**src/hdl/depq_pkg.sv**
```systemverilog
// ----------------------------------------------------------------------------
// depq_pkg: shared types and constants of the double-ended priority queue
// entry sizes, operation and status codes, cell commands and tree sizing
// ----------------------------------------------------------------------------
package depq_pkg;

  localparam int CAPACITY = 256;
  localparam int KEY_W    = 64;
  localparam int VAL_W    = 32;
  localparam int CNT_W    = $clog2(CAPACITY + 1);
  localparam int TAP_W    = VAL_W + 1;   // value in the low bits, duplicate flag on top
  localparam int TAP_DUP  = VAL_W;
  localparam int GROUP    = 16;          // fan-in of one reduction node

  localparam logic [CNT_W-1:0] CAP_COUNT = CNT_W'(CAPACITY);

  typedef enum logic [1:0] {
    OP_INSERT  = 2'd0,
    OP_POP_MAX = 2'd1,
    OP_POP_MIN = 2'd2
  } op_t;

  typedef enum logic [2:0] {
    ST_INSERTED  = 3'd0,
    ST_DUPLICATE = 3'd1,
    ST_FULL      = 3'd2,
    ST_POPPED    = 3'd3,
    ST_EMPTY     = 3'd4
  } status_t;

  typedef enum logic [2:0] {
    CMD_HOLD,
    CMD_PROBE,
    CMD_INSERT,
    CMD_POP_MAX,
    CMD_POP_MIN
  } cell_cmd_t;

  // broadcast to every cell
  typedef struct packed {
    cell_cmd_t          cmd;
    logic               tap_max;
    logic [KEY_W-1:0]   key;
    logic [VAL_W-1:0]   value;
  } cell_ctl_t;

  // what a cell hands to its neighbors
  typedef struct packed {
    logic               valid;
    logic               ge;
    logic [KEY_W-1:0]   key;
    logic [VAL_W-1:0]   value;
  } link_t;

  // nodes on a level of the reduction tree, level 0 being the cells
  function automatic int node_count(input int lv);
    int n;
    n = CAPACITY;
    for (int i = 0; i < lv; i++) begin
      n = (n + GROUP - 1) / GROUP;
    end
    return n;
  endfunction

  function automatic int tree_levels();
    int l;
    int n;
    l = 1;
    n = node_count(1);
    for (int i = 0; i < 8; i++) begin
      if (n > 1) begin
        n = (n + GROUP - 1) / GROUP;
        l++;
      end
    end
    return l;
  endfunction

  localparam int TREE_LEVELS = tree_levels();
  localparam int LVL_W       = (TREE_LEVELS > 1) ? $clog2(TREE_LEVELS) : 1;
  localparam logic [LVL_W-1:0] LVL_LAST = LVL_W'(TREE_LEVELS - 1);

endpackage

```
**src/hdl/depq_cell.sv**
```systemverilog
// ----------------------------------------------------------------------------
// depq_cell: one slot of the sorted chain
// holds one entry, compares it with the broadcast key and shifts with neighbors
// ----------------------------------------------------------------------------
module depq_cell (
  input  logic                          clk,
  input  logic                          rst,
  input  depq_pkg::cell_ctl_t           ctl,
  input  depq_pkg::link_t               from_prev,
  input  depq_pkg::link_t               from_next,
  output depq_pkg::link_t               link,
  output logic [depq_pkg::TAP_W-1:0]    tap
);
  import depq_pkg::*;

  logic             valid;
  logic             ge;
  logic             eq;
  logic [KEY_W-1:0] key;
  logic [VAL_W-1:0] value;
  logic             sel;

  always_ff @(posedge clk) begin
    if (rst) begin
      valid <= 1'b0;
    end else begin
      case (ctl.cmd)
        CMD_INSERT: begin
          if (from_prev.ge) begin
            valid <= from_prev.valid;
          end else if (ge) begin
            valid <= 1'b1;
          end
        end
        CMD_POP_MAX: begin
          if (valid && !from_next.valid) begin
            valid <= 1'b0;
          end
        end
        CMD_POP_MIN: valid <= from_next.valid;
        default: ;
      endcase
    end
  end

  always_ff @(posedge clk) begin
    case (ctl.cmd)
      CMD_PROBE: begin
        // an empty slot counts as above every key
        ge <= !valid || (key >= ctl.key);
        eq <= valid && (key == ctl.key);
      end
      CMD_INSERT: begin
        if (from_prev.ge) begin
          key   <= from_prev.key;
          value <= from_prev.value;
        end else if (ge) begin
          key   <= ctl.key;
          value <= ctl.value;
        end
      end
      CMD_POP_MIN: begin
        key   <= from_next.key;
        value <= from_next.value;
      end
      default: ;
    endcase
  end

  // top of the run when the next slot is empty, bottom when the previous is
  assign sel = ctl.tap_max ? (valid && !from_next.valid) : (valid && !from_prev.valid);

  assign tap  = {eq, (sel ? value : {VAL_W{1'b0}})};
  assign link = '{valid: valid, ge: ge, key: key, value: value};

endmodule

```
**config.mk**
```make
export PLATFORM = sky130hd
export DESIGN_NAME = depq_cell
export DESIGN_NICKNAME = d
export VERILOG_FILES = /design/src/hdl/depq_pkg.sv /design/src/hdl/depq_cell.sv
export SDC_FILE = /design/constraint.sdc
export NUM_CORES = 1
export LEC_CHECK = 0
export ABC_CLOCK_PERIOD_IN_PS = 5600
export BUFFER_PORTS_ARGS = -buffer_cell sky130_fd_sc_hd__buf_2
export CORE_AREA = 4 4 163 165
export CTS_BUF_LIST = sky130_fd_sc_hd__clkbuf_4 sky130_fd_sc_hd__clkbuf_8 sky130_fd_sc_hd__clkbuf_16
export CTS_CLUSTER_SIZE = 40
export DETAILED_ROUTE_END_ITERATION = 8
export DIE_AREA = 0 0 167 169
export SLEW_MARGIN = 20
export SYNTH_ARGS = -nofsm -noshare
export SYNTH_HDL_FRONTEND = slang
export SYNTH_SLANG_ARGS = --single-unit
```
**constraint.sdc**
```tcl
create_clock -name clk -period 5.6 [get_ports clk]
set_clock_uncertainty 0.15 [all_clocks]
set_input_delay 0.28 -clock clk [delete_from_list [all_inputs] [get_ports clk]]
set_output_delay 0.28 -clock clk [all_outputs]
set_load 0.005 [all_outputs]
```
==> reports/qor.json <==
{
  "grt_pass1_vias": 6734,
  "slowest_stage_delay_cp_ns": 0.65,
  "cts_max_path_buffers": 2,
  "remaining_antenna_violation_count": 0,
  "postSynthCellCount": 713,
  "tritoncts": "built",
  "cp_top_family": "buffers and inverters",
  "wl_um": 24720,
  "critical_path.endpoint_type": "register",
  "antenna_violations_before_repair": 2,
  "postSynthRegisterBits": 99,
  "worst_pin_slew_ns": 0.8961,
  "wire_length_of_the_first_global_routing_pass_um": 36960,
  "crit_path_cell_trace": "buf_6, nor2_1, nor2_1, mux2i_1, nor2_4, buf_4, buf_4",
  "vdd_drop_max_v": 0.0001050,
  "gp_congestion": 0.8805,
  "area_growth_from_synthesis_to_layout_pct": 38.70,
  "core_mm2": 0.02504,
  "timing.slew.headroom_pct": 40.26,
  "num_rows": 58,
  "post_synth_instance_area_mm2": 0.006935,
  "hpwl_um": 20580,
  "drt_via_density": 4.584,
  "crit_path_top_delay_cell": "sky130_fd_sc_hd__buf_4",
  "first_pass_iters": 4,
  "setup_viol_count_final": 0,
  "cts_max_level": 3,
  "fmax_mhz": 378.6,
  "globalRoute.totalOverflow": 0,
  "cp.required_ns": 5.43,
  "clk-insertion-delay-late_ns": 0.35,
  "timing.critical_path.fanout_max": 52,
  "drt_iter0_drc": 278,
  "max_cap_violations": 0,
  "finalCritPeriodShare_pct": 47.17,
  "clk_root_buffer_cell": "sky130_fd_sc_hd__clkbuf_16",
  "clock-sinks": 99,
  "timing_worst_setup_path_type": "in -> reg",
  "die_y_um": 169,
  "synth_area_per_cell_um2": 9.727,
  "max_transition_viols_final": 0,
  "layout_min_cycle_time_ns": 2.641,
  "setup-tns-final_ns": 0,
  "path_clk_slew_ns": 0.08,
  "power.leakage_nw": 4.870,
  "synth.net_count": 1075,
  "rsz_0062_raised_after_global_routing": "no",
  "initial_core_util_pct": 27.70,
  "fill_cells": 2599,
  "routed-via-count": 6656,
  "worst_ep_arrival_time_ns": 2.47,
  "numPortBuffers": 427,
  "yosys_warnings": 0,
  "die-width_um": 167,
  "synth_seq_area_share_pct": 42.72,
  "final_net_count": 1480,
  "final_critical_path_setup_slack_ns": 2.959,
  "crit_path_start_kind": "input port",
  "most_frequent_cells_in_the_layout": "sky130_fd_sc_hd__buf_2, sky130_fd_sc_hd__nand2_1, sky130_fd_sc_hd__o21ai_0",
  "grt_start_max_net_pins": 107,
  "io_pins": 429,
  "p_per_area_mw_per_mm2": 200.5,
  "layout_commonest_cell": "sky130_fd_sc_hd__buf_2",
  "diodes": 0,
  "timing.critical_path.buf_inv": 3,
  "numCtsBuffers": 9,
  "drive_gt1_share_pct": 40.73,
  "ys_types": 38,
  "dp_slack_ns": 2.497,
  "status": "finished, final reports clean",
  "fp.dieArea_mm2": 0.02822,
  "min-delay-path-class": "in -> reg",
  "routed_wire_length_per_instance_um": 17.02,
  "remaining_drc_errors": 0,
  "grtUsageTotal_pct": 16.55,
  "postCtsSetupRepairBufs": 0,
  "final_hold_violations": 0
}
==> per-layer routing <==
layer / GRT usage [%] / wire (um) / up-vias
li1: - / - / 3360
met1: 19.38 / 9816 / 2960
met2: 29.66 / 12340 / 299
met5: 0 / 21 / -
met4: 5.656 / 580 / 4
met3: 3.993 / 1961 / 33
==> logic make-up (layout without fill, tap and decap cells) <==
kind of cell,after synthesis,count (layout),synth area share (%)
compound gates,150,150,11.53
simple gates,196,196,13.40
buf+inv,106,515,6.657
mux,98,98,14.14
flops,99,99,42.72
fa+ha+maj,64,64,11.55
==> report_power, final <==
part / total [mW] / internal [mW] / switching [mW]
combinational: 0.429 / 0.205 / 0.224
sequential: 0.900 / 0.875 / 0.0244
clock: 0.600 / 0.308 / 0.292
total: 1.93 / 1.39 / 0.541
==> area by class of cell <==
type	instances	area (um2)	share of cell area, %
Clock buffer	10	232.7	2.419
Timing Repair Buffer	435	2206	22.93
Tap cell	330	412.9	4.292
Inverter	65	244.0	2.536
Multi-Input combinational cell	508	3522	36.62
Clock inverter	5	38.79	0.4032
Sequential cell	99	2963	30.80
==> registers in the layout, summed over array words and instances, names as in the netlist <==
| register | flops |
|---|---|
| key | 64 |
| value | 32 |
| eq | 1 |
| ge | 1 |
| valid | 1 |
==> worst paths after layout <==
kind | endpoint | slack, ns | cells past startpoint | from
max | key[35]$_DFFE_PP_ | 2.96 | 7 | from_prev[96]
min | key[13]$_DFFE_PP_ | 0.05 | 3 | from_next[45]
max reg2reg | key[35]$_DFFE_PP_ | 3.09 | 6 | ge$_DFFE_PN_
min reg2reg | valid$_SDFFE_PP0P_ | 0.49 | 2 | valid$_SDFFE_PP0P_
==> synthesized netlist by cell type <==
cell                        instances  area [um2]
sky130_fd_sc_hd__nand2_1          116       435.4
sky130_fd_sc_hd__o21ai_0          105       525.5
sky130_fd_sc_hd__edfxtp_1          98        2943
sky130_fd_sc_hd__mux2i_1           98       980.9
sky130_fd_sc_hd__inv_1             65       244.0
sky130_fd_sc_hd__ha_1              64       800.8
sky130_fd_sc_hd__and3_1            32       200.2
sky130_fd_sc_hd__a21oi_1           28       140.1
sky130_fd_sc_hd__nor2_1            17       63.81
sky130_fd_sc_hd__clkbuf_1          16       60.06
sky130_fd_sc_hd__buf_4             13       97.59
sky130_fd_sc_hd__buf_2             12       60.06
sky130_fd_sc_hd__nand4_1           12       75.07
sky130_fd_sc_hd__nand3_1            7       35.03
sky130_fd_sc_hd__nor3_1             3       15.01
sky130_fd_sc_hd__a211oi_1           2       15.01
sky130_fd_sc_hd__a21o_1             2       15.01
sky130_fd_sc_hd__a22oi_1            2       15.01
sky130_fd_sc_hd__a31oi_1            2       12.51
sky130_fd_sc_hd__a2111oi_0          1       8.760
sky130_fd_sc_hd__a211o_1            1       8.760
sky130_fd_sc_hd__a211o_2            1       10.01
sky130_fd_sc_hd__a21boi_0           1       7.510
sky130_fd_sc_hd__a221oi_1           1       8.760
sky130_fd_sc_hd__a2bb2oi_1          1       8.760
sky130_fd_sc_hd__a41o_1             1       10.01
sky130_fd_sc_hd__and4_1             1       8.760
sky130_fd_sc_hd__dfxtp_1            1       20.02
sky130_fd_sc_hd__nand2b_1           1       6.260
sky130_fd_sc_hd__nand4_2            1       12.51
sky130_fd_sc_hd__nand4b_1           1       8.760
sky130_fd_sc_hd__nor2b_1            1       6.260
sky130_fd_sc_hd__nor3_4             1       16.27
sky130_fd_sc_hd__nor3b_2            1       12.51
sky130_fd_sc_hd__nor4_2             1       12.51
sky130_fd_sc_hd__nor4_4             1       21.27
sky130_fd_sc_hd__o21a_1             1       7.510
sky130_fd_sc_hd__o22ai_1            1       6.260
==> per-stage QoR <==
stage	total power [mW]	cells	hold slack, ns	utilization (%)	cell area (um2)
5_1_grt	2.044	1452	0.04121	38.42	9619
2_1_floorplan	1.128	713	0.2024	-	6935
3_3_place_gp	1.343	1436	0.2917	37.30	9338
4_1_cts	1.965	1452	0.02730	38.42	9619
3_5_place_dp	1.351	1436	0.2933	37.30	9338
6_report	1.929	1452	0.04636	38.42	9619
==> worst register-to-register path: cells and delay by family, from the launching register on <==
family                 cells  cell delay (ns)
muxes                      1             0.11
DFF                        1             0.40
and+or+nand+nor            3             0.28
buffers and inverters      2             1.18
==> what timing repair did <==
action / in CTS / in global routing
hold buffers: 1 / 0
resized for setup: 0 / 0
endpoints found under the hold margin: 1 / 0
Note: power is estimated with default switching activity, not from simulation.
